<file path="src/hdl/klerp_pkg.sv">
// ----------------------------------------------------------------------------
// klerp_pkg
// Shared types and constants for the keyframe linear interpolator.
// ----------------------------------------------------------------------------
package klerp_pkg;

    localparam int KEYS_DEF    = 16;
    localparam int VALUE_W_DEF = 24;
    localparam int TIME_W_DEF  = 24;

    localparam int SLOT_W  = 4;
    localparam int SEG_W   = 4;
    localparam int COUNT_W = 5;
    localparam int FRAC_W  = 16;
    localparam int ROUND_HALF = 1 << (FRAC_W - 1);

    localparam logic REQ_WRITE = 1'b0;
    localparam logic REQ_QUERY = 1'b1;

    typedef struct packed {
        logic busy;
        logic done;
    } klerp_div_stat_t;

endpackage

</file>
<file path="src/hdl/keyframe_linear_interpolator_top.sv">
// ----------------------------------------------------------------------------
// keyframe_linear_interpolator_top
// Keyframe track interpolator: key table writes and linear queries.
// ----------------------------------------------------------------------------
// A write transaction (tuser 0) stores a key and returns nothing. A query
// transaction (tuser 1) returns one result; the scan reads one key time at a
// time through the single table read port, the factor comes from a 16-step
// serial divider, and the three components go one after another through one
// shared multiplier. A single key or a time at or past the last key skips the
// divider. The input is not ready while a query is in progress; a finished
// result waits in the output register while the next transaction is taken.
// The user must write key_count only while the block is idle; the block
// itself does not enforce it.
module keyframe_linear_interpolator_top
    import klerp_pkg::*;
#(
    parameter int MAX_KEYS    = KEYS_DEF,
    parameter int VALUE_WIDTH = VALUE_W_DEF,
    parameter int TIME_WIDTH  = TIME_W_DEF,
    localparam int IN_W       = SLOT_W + 2*TIME_WIDTH + 3*VALUE_WIDTH,
    localparam int IN_TDATA_W = ((IN_W + 7) / 8) * 8,
    localparam int OUT_W      = 3*VALUE_WIDTH + SEG_W,
    localparam int OUT_TDATA_W = ((OUT_W + 7) / 8) * 8
)
(
    input  logic                   clk,
    input  logic                   rst_n,
    input  logic                   key_count_we,
    input  logic [COUNT_W-1:0]     key_count_wdata,
    input  logic                   s_tvalid,
    output logic                   s_tready,
    // key_slot, key_time, key_x, key_y, key_z, query_time, zero pad
    input  logic [IN_TDATA_W-1:0]  s_tdata,
    // req_type
    input  logic                   s_tuser,
    output logic                   m_tvalid,
    input  logic                   m_tready,
    // out_x, out_y, out_z, segment_index, zero pad
    output logic [OUT_TDATA_W-1:0] m_tdata
);

    localparam int AW = $clog2(MAX_KEYS);
    localparam int CW = $clog2(MAX_KEYS + 1);
    localparam int VW = VALUE_WIDTH;
    localparam int TW = TIME_WIDTH;
    localparam int PW = VW + FRAC_W + 2;

    typedef enum logic [11:0] {
        S_IDLE     = 12'b0000_0000_0001,
        S_SRCH_RD  = 12'b0000_0000_0010,
        S_SRCH_CMP = 12'b0000_0000_0100,
        S_T1_RD    = 12'b0000_0000_1000,
        S_T1_CMP   = 12'b0000_0001_0000,
        S_DIV_WAIT = 12'b0000_0010_0000,
        S_VS_RD    = 12'b0000_0100_0000,
        S_VE_RD    = 12'b0000_1000_0000,
        S_VE_CAP   = 12'b0001_0000_0000,
        S_MUL      = 12'b0010_0000_0000,
        S_ACC      = 12'b0100_0000_0000,
        S_DONE     = 12'b1000_0000_0000
    } state_t;

    state_t state_reg, state_next;

    logic [COUNT_W-1:0]   key_count_reg;
    logic [CW-1:0]        n_reg;
    logic [TW-1:0]        q_reg;
    logic [AW-1:0]        idx_reg;
    logic [TW-1:0]        t2_reg;
    logic [AW-1:0]        s_idx_reg;
    logic [AW-1:0]        e_idx_reg;
    logic [SEG_W-1:0]     seg_reg;
    logic [FRAC_W-1:0]    f_reg;
    logic [3*VW-1:0]      s_val_reg;
    logic [3*VW-1:0]      e_val_reg;
    logic [1:0]           comp_reg;
    logic signed [PW-1:0] prod_reg;
    logic [3*VW-1:0]      res_reg;
    logic [OUT_TDATA_W-1:0] m_data_reg;
    logic                 m_valid_reg;

    logic                 in_acc;
    logic                 is_query;
    logic                 wr_en;
    logic [CW-1:0]        n_eff;
    logic [AW-1:0]        rd_addr;
    logic [TW-1:0]        rd_time;
    logic [3*VW-1:0]      rd_val;
    logic                 search_hit;
    logic                 search_end;
    logic                 degenerate;
    logic                 div_start;
    klerp_div_stat_t      div_stat;
    logic [FRAC_W-1:0]    div_quot;
    logic                 load_out;

    logic [VW-1:0]        s_c;
    logic [VW-1:0]        e_c;
    logic signed [VW:0]   d_w;
    logic signed [FRAC_W:0] f_w;
    logic signed [PW-1:0] prod_w;
    logic signed [PW-1:0] rnd_w;
    logic signed [PW-1:0] shift_w;
    logic [VW-1:0]        res_c;

    assign s_tready = (state_reg == S_IDLE);
    assign in_acc   = s_tvalid && s_tready;
    assign is_query = (s_tuser == REQ_QUERY);
    assign wr_en    = in_acc && (s_tuser == REQ_WRITE) && (32'(s_tdata[SLOT_W-1:0]) < MAX_KEYS);

    always_comb
    begin
        if (key_count_reg == '0)
            n_eff = CW'(1);
        else if (32'(key_count_reg) > MAX_KEYS)
            n_eff = CW'(MAX_KEYS);
        else
            n_eff = CW'(key_count_reg);
    end

    assign search_hit = q_reg < rd_time;
    assign search_end = (32'(idx_reg) + 2) >= 32'(n_reg);
    assign degenerate = (t2_reg <= rd_time) || (q_reg <= rd_time);
    assign div_start  = (state_reg == S_T1_CMP) && !degenerate;
    assign load_out   = (state_reg == S_DONE) && (!m_valid_reg || m_tready);

    always_comb
    begin
        unique case (state_reg)
            S_SRCH_RD: rd_addr = AW'(32'(idx_reg) + 1);
            S_T1_RD:   rd_addr = idx_reg;
            S_VS_RD:   rd_addr = s_idx_reg;
            S_VE_RD:   rd_addr = e_idx_reg;
            default:   rd_addr = '0;
        endcase
    end

    klerp_store #(
        .MAX_KEYS    (MAX_KEYS),
        .TIME_WIDTH  (TW),
        .VALUE_WIDTH (VW)
    ) u_store (
        .clk     (clk),
        .wr_en   (wr_en),
        .wr_addr (AW'(s_tdata[SLOT_W-1:0])),
        .wr_time (s_tdata[SLOT_W +: TW]),
        .wr_val  (s_tdata[SLOT_W+TW +: 3*VW]),
        .rd_addr (rd_addr),
        .rd_time (rd_time),
        .rd_val  (rd_val)
    );

    klerp_div #(
        .TIME_WIDTH (TW)
    ) u_div (
        .clk   (clk),
        .rst_n (rst_n),
        .start (div_start),
        .num   (q_reg - rd_time),
        .den   (t2_reg - rd_time),
        .stat  (div_stat),
        .quot  (div_quot)
    );

    always_comb
    begin
        state_next = state_reg;
        unique case (state_reg)
            S_IDLE:
            begin
                if (in_acc && is_query)
                    state_next = (n_eff == CW'(1)) ? S_VS_RD : S_SRCH_RD;
            end
            S_SRCH_RD:  state_next = S_SRCH_CMP;
            S_SRCH_CMP:
            begin
                if (search_hit)
                    state_next = S_T1_RD;
                else if (search_end)
                    state_next = S_VS_RD;
                else
                    state_next = S_SRCH_RD;
            end
            S_T1_RD:    state_next = S_T1_CMP;
            S_T1_CMP:   state_next = degenerate ? S_VS_RD : S_DIV_WAIT;
            S_DIV_WAIT:
            begin
                if (div_stat.done)
                    state_next = S_VS_RD;
            end
            S_VS_RD:    state_next = S_VE_RD;
            S_VE_RD:    state_next = S_VE_CAP;
            S_VE_CAP:   state_next = S_MUL;
            S_MUL:      state_next = S_ACC;
            S_ACC:      state_next = (comp_reg == 2'd2) ? S_DONE : S_MUL;
            S_DONE:
            begin
                if (load_out)
                    state_next = S_IDLE;
            end
            default:    state_next = S_IDLE;
        endcase
    end

    always_ff @(posedge clk or negedge rst_n)
    begin
        if (!rst_n)
        begin
            state_reg     <= S_IDLE;
            key_count_reg <= COUNT_W'(1);
            m_valid_reg   <= 1'b0;
        end
        else
        begin
            state_reg <= state_next;
            if (key_count_we)
                key_count_reg <= key_count_wdata;
            if (load_out)
                m_valid_reg <= 1'b1;
            else if (m_tready)
                m_valid_reg <= 1'b0;
        end
    end

    assign s_c    = s_val_reg[comp_reg*VW +: VW];
    assign e_c    = e_val_reg[comp_reg*VW +: VW];
    assign d_w    = $signed({e_c[VW-1], e_c}) - $signed({s_c[VW-1], s_c});
    assign f_w    = $signed({1'b0, f_reg});
    assign prod_w = d_w * f_w;
    assign rnd_w  = prod_reg + PW'(ROUND_HALF);
    assign shift_w = rnd_w >>> FRAC_W;
    assign res_c  = s_c + shift_w[VW-1:0];

    always_ff @(posedge clk)
    begin
        unique case (state_reg)
            S_IDLE:
            begin
                if (in_acc && is_query)
                begin
                    q_reg     <= s_tdata[SLOT_W+TW+3*VW +: TW];
                    n_reg     <= n_eff;
                    idx_reg   <= '0;
                    s_idx_reg <= '0;
                    e_idx_reg <= '0;
                    f_reg     <= '0;
                    seg_reg   <= '0;
                end
            end
            S_SRCH_CMP:
            begin
                if (search_hit)
                    t2_reg <= rd_time;
                else
                begin
                    idx_reg   <= AW'(32'(idx_reg) + 1);
                    s_idx_reg <= AW'(32'(n_reg) - 1);
                    e_idx_reg <= AW'(32'(n_reg) - 1);
                    f_reg     <= '0;
                    seg_reg   <= SEG_W'(32'(n_reg) - 2);
                end
            end
            S_T1_CMP:
            begin
                s_idx_reg <= idx_reg;
                e_idx_reg <= AW'(32'(idx_reg) + 1);
                seg_reg   <= SEG_W'(idx_reg);
                f_reg     <= '0;
            end
            S_DIV_WAIT:
            begin
                if (div_stat.done)
                    f_reg <= div_quot;
            end
            S_VE_RD:
            begin
                s_val_reg <= rd_val;
            end
            S_VE_CAP:
            begin
                e_val_reg <= rd_val;
                comp_reg  <= '0;
            end
            S_MUL:
            begin
                prod_reg <= prod_w;
            end
            S_ACC:
            begin
                res_reg[comp_reg*VW +: VW] <= res_c;
                comp_reg <= comp_reg + 2'd1;
            end
            S_DONE:
            begin
                if (load_out)
                    m_data_reg <= OUT_TDATA_W'({seg_reg, res_reg});
            end
            default:
            begin
            end
        endcase
    end

    assign m_tvalid = m_valid_reg;
    assign m_tdata  = m_data_reg;

    a_query_holds_ready: assert property (@(posedge clk) disable iff (!rst_n)
        in_acc && is_query |=> !s_tready)
        else $error("input ready right after a query transaction");

    a_div_in_wait: assert property (@(posedge clk) disable iff (!rst_n)
        div_stat.busy || div_stat.done |-> state_reg == S_DIV_WAIT)
        else $error("divider active outside its wait state");

    a_scan_in_range: assert property (@(posedge clk) disable iff (!rst_n)
        state_reg == S_SRCH_RD |-> (32'(idx_reg) + 1) < 32'(n_reg))
        else $error("key scan past the last valid key");

    a_comp_in_range: assert property (@(posedge clk) disable iff (!rst_n)
        state_reg == S_MUL || state_reg == S_ACC |-> comp_reg != 2'd3)
        else $error("component counter out of range");

endmodule

</file>
<file path="src/hdl/klerp_store.sv">
// ----------------------------------------------------------------------------
// klerp_store
// Key table: time and packed 3-vector value per slot, one write port and one
// registered read port.
// ----------------------------------------------------------------------------
module klerp_store
    import klerp_pkg::*;
#(
    parameter int MAX_KEYS    = KEYS_DEF,
    parameter int TIME_WIDTH  = TIME_W_DEF,
    parameter int VALUE_WIDTH = VALUE_W_DEF,
    localparam int AW = $clog2(MAX_KEYS)
)
(
    input  logic                       clk,
    input  logic                       wr_en,
    input  logic [AW-1:0]              wr_addr,
    input  logic [TIME_WIDTH-1:0]      wr_time,
    input  logic [3*VALUE_WIDTH-1:0]   wr_val,
    input  logic [AW-1:0]              rd_addr,
    output logic [TIME_WIDTH-1:0]      rd_time,
    output logic [3*VALUE_WIDTH-1:0]   rd_val
);

    logic [TIME_WIDTH-1:0]    time_mem [MAX_KEYS];
    logic [3*VALUE_WIDTH-1:0] val_mem  [MAX_KEYS];

    always_ff @(posedge clk)
    begin
        if (wr_en)
        begin
            time_mem[wr_addr] <= wr_time;
            val_mem[wr_addr]  <= wr_val;
        end
    end

    always_ff @(posedge clk)
    begin
        rd_time <= time_mem[rd_addr];
        rd_val  <= val_mem[rd_addr];
    end

endmodule

</file>
<file path="src/hdl/klerp_div.sv">
// ----------------------------------------------------------------------------
// klerp_div
// Restoring divider for the interpolation factor: (num << FRAC_W) / den,
// one quotient bit per cycle. Expects num < den.
// ----------------------------------------------------------------------------
module klerp_div
    import klerp_pkg::*;
#(
    parameter int TIME_WIDTH = TIME_W_DEF
)
(
    input  logic                  clk,
    input  logic                  rst_n,
    input  logic                  start,
    input  logic [TIME_WIDTH-1:0] num,
    input  logic [TIME_WIDTH-1:0] den,
    output klerp_div_stat_t       stat,
    output logic [FRAC_W-1:0]     quot
);

    localparam int CNT_W = $clog2(FRAC_W);

    logic [TIME_WIDTH-1:0] rem_reg;
    logic [TIME_WIDTH-1:0] den_reg;
    logic [FRAC_W-1:0]     quot_reg;
    logic [CNT_W-1:0]      cnt_reg;
    logic                  busy_reg;
    logic                  done_reg;

    logic [TIME_WIDTH:0]   rem_sh;
    logic                  fits;

    assign rem_sh = {rem_reg, 1'b0};
    assign fits   = rem_sh >= {1'b0, den_reg};

    always_ff @(posedge clk or negedge rst_n)
    begin
        if (!rst_n)
        begin
            busy_reg <= 1'b0;
            done_reg <= 1'b0;
            cnt_reg  <= '0;
        end
        else
        begin
            done_reg <= 1'b0;
            if (start)
            begin
                busy_reg <= 1'b1;
                cnt_reg  <= '0;
            end
            else if (busy_reg)
            begin
                cnt_reg <= cnt_reg + 1'b1;
                if (cnt_reg == CNT_W'(FRAC_W - 1))
                begin
                    busy_reg <= 1'b0;
                    done_reg <= 1'b1;
                end
            end
        end
    end

    always_ff @(posedge clk)
    begin
        if (start)
        begin
            rem_reg  <= num;
            den_reg  <= den;
            quot_reg <= '0;
        end
        else if (busy_reg)
        begin
            rem_reg  <= fits ? TIME_WIDTH'(rem_sh - {1'b0, den_reg}) : TIME_WIDTH'(rem_sh);
            quot_reg <= {quot_reg[FRAC_W-2:0], fits};
        end
    end

    assign stat.busy = busy_reg;
    assign stat.done = done_reg;
    assign quot      = quot_reg;

endmodule

</file>
<file path="config.mk">
export PLATFORM = sky130hd
export DESIGN_NAME = keyframe_linear_interpolator_top
export DESIGN_NICKNAME = d
export VERILOG_FILES = /design/src/hdl/klerp_pkg.sv /design/src/hdl/keyframe_linear_interpolator_top.sv /design/src/hdl/klerp_store.sv /design/src/hdl/klerp_div.sv
export SDC_FILE = /design/constraint.sdc
export NUM_CORES = 2
export LEC_CHECK = 0
export BUFFER_PORTS_ARGS = -buffer_cell sky130_fd_sc_hd__buf_2
export CAP_MARGIN = 20
export CORE_AREA = 5 5 415 417
export DETAILED_ROUTE_END_ITERATION = 16
export DIE_AREA = 0 0 420 422
export PLACE_DENSITY = 0.76
export SYNTH_ARGS = -nofsm -noshare
export SYNTH_HDL_FRONTEND = slang
export SYNTH_SLANG_ARGS = --single-unit
</file>
<file path="constraint.sdc">
create_clock -name clk -period 12.5 [get_ports clk]
set_input_delay 0.625 -clock clk [delete_from_list [all_inputs] [get_ports clk]]
set_output_delay 0.625 -clock clk [all_outputs]
set_load 0.005 [all_outputs]
</file>
==> qor.csv <==
stage;metric;value;unit
status;status;completed;
worst_setup_path;path_delay_family;adder cells;
timing;period_minus_slack;10.69;ns
global_routing;grt_max_degree;195;
clocking;cts_buffers;200;
route;drc;0;
synth;synth_area_leaders;edfxtp_1, fa_1, nand2_1;
floorplan;die_x;420;um
timing;final.period_utilization;85.6;%
worst_setup_path;worstPathArrival;11.27;ns
global_routing;grt_overflow;0;
final_layout;finalNetCount;8922;
route;drt_iter0_markers;7076;
placement;port_buffers;212;
floorplan;die_h;422;um
route;wl_per_cell;22.9;um
final_layout;regArea;62500;um2
synth;synth_seq_cells;2124;
timing;final.setup.tns;0;ns
timing;tightest_slew;1.11;ns
synth;synth.distinct_cells;90;
worst_setup_path;path_buf_inv;7;
final_layout;drive_gt1_share;8.39;%
final_layout;syn2layout_area_growth;10.1;%
timing;slew-limit-headroom;26.3;%
synth;synthFlopType;edfxtp_1;
global_routing;antenna_found_initial;41;
route;vias;63600;
route;first_pass_iters;6;
synth;synthCells;8062;
clocking;post_cts_buffers;0;
synth;ys_seq_area_share;62.5;%
timing;finClkSkew;0.0709;ns
timing;drv_slew;0;
synth;synth_most_common_cell;edfxtp_1;
route;wl;242000;um
global_routing;grt_pass1_vias;63100;
final_layout;largest_register_ff_count;1152;
timing;fmax;93.5;MHz
worst_setup_path;path_max_fanout;41;
placement;gp_congestion;0.897;
clocking;cts_buffer_depth;3;
worst_hold_path;hold_class;input pin to flop;
clocking;h-tree-depth;4;
worst_setup_path;slowest_stage;fa_1;
synth;ys_top_cells_by_count;edfxtp_1, nand2_1, inv_1, nand3_1, fa_1;
final_layout;multi_input_area;33600;um2
floorplan;coreArea;168000;um2
clocking;tritoncts;built;
worst_setup_path;start_kind;flop;
synth;syn_area;100000;um2
clocking;clk_latency;0.87;ns
timing;hold_viol;0;
placement;dp_hpwl;140000;um
global_routing;grt_first_pass_wirelength;371000;um
synth;synth_top_area_share;59.6;%
route;via_per_inst;6.00;
clocking;clk_pin_slew;0.07;ns
clocking;cts_root_buf;clkbuf_16;
route;postRouteAntennaNets;0;
final_layout;top_register;u_store.val_mem;
synth;synth_async_sr_flop_share;1.13;%
synth;synth-edff-count;1988;
synth;synth_area_per_cell;12.4;um2
floorplan;start_util;59.5;%
floorplan;dieArea;177000;um2
worst_setup_path;worstPathRequired;13.07;ns
synth;yosysWarnings;0;
worst_setup_path;critPathMaxStageDelay;0.53;ns
floorplan;rows;151;
worst_setup_path;crit_type;flop to flop;
worst_setup_path;cp_common_cell;fa_1;
timing;setup_viol;0;
synth;synth_top_cell_by_area;edfxtp_1;
job;cap_violations;0;
global_routing;track_usage;27.3;%
final_layout;fillCellCount;11800;
timing;rsz0062_at_grt;no;
floorplan;io_pins;221;
worst_setup_path;cp-end-kind;flop;
clocking;clock-sinks;2124;
worst paths after layout:
check | from | to | slack [ns] | depth (start not counted)
max in group asynchronous | rst_n | state_reg[3] | 11.65 | 2
max reg2reg | comp_reg[0] | prod_reg[38] | 1.81 | 36
min reg2reg | res_reg[23] | m_tdata[23] | 0.40 | 0
min in group asynchronous | rst_n | key_count_reg[2] | 0.41 | 2
min | s_tdata[80] | u_store.val_mem[4][52] | 0.12 | 1
max | comp_reg[0] | prod_reg[38] | 1.81 | 36
placed cells by master (no fill, tap or decap), types with 57 or more instances in the layout:
cell and count:
a311oi_1 292, buf_4 77, a21oi_1 219, nand2_1 1860, nand3_1 424, and2_1 198, o21ai_0 100, and3_1 211
dfxtp_1 112, mux2i_1 88, edfxtp_1 1988, clkbuf_16 201, nor2b_1 57, fa_1 376, buf_2 212, a31oi_1 106
ha_1 233, nor2_1 193, xnor2_1 111, inv_1 566
routing by layer:
layer  vias up  share of wire, %  global-route usage, %
met1     31500                39                   37.3
met2      3022                48                   44.5
met4        14               3.2                   9.50
met3       443               9.3                   4.91
li1      28600                 -                      -
met5         -             0.039                      0
logic make-up after synthesis:
family	after synthesis	share of synthesized area (%)
xor+xnor	171	1.50
simple gates	3125	13.9
compound gates	928	6.41
buf+inv	1002	4.24
mux	97	0.981
other cells	1	0.00375
fa+ha+maj	614	10.5
flops	2124	62.5
final cells by class:
| type | count | share of cell area [%] |
|---|---|---|
| diodes | 22 | 0.0500 |
| clock buffers | 271 | 5.00 |
| clock inverters | 109 | 1.08 |
| inverters | 569 | 1.94 |
| multi-input cells | 4939 | 30.5 |
| flip-flops and latches | 2124 | 56.7 |
| well taps | 2218 | 2.52 |
| repair buffers | 340 | 2.17 |
what timing repair did:
action                    4_1_cts  5_1_grt
hold endpoints to repair       51        0
gates resized for setup         0        0
hold buffers                   30        0
stage by stage:
stage               area [um2]  setup WS (ns)  utilization, %  hold WS (ns)  std cells
finish                  110000           1.81            65.5         0.122      10600
global route            110000           1.19            65.5        0.0953      10600
CTS                     110000           1.96            65.4        0.0572      10600
detailed placement      103000           2.02            61.2         0.405      10200
global placement        103000           2.13            61.2         0.403      10200
floorplan               100000           3.08               -         0.329       8065
Power is left out: the tool's default activity adds up to more than one toggle a clock period on the data nets, which glitch-free logic cannot reach.
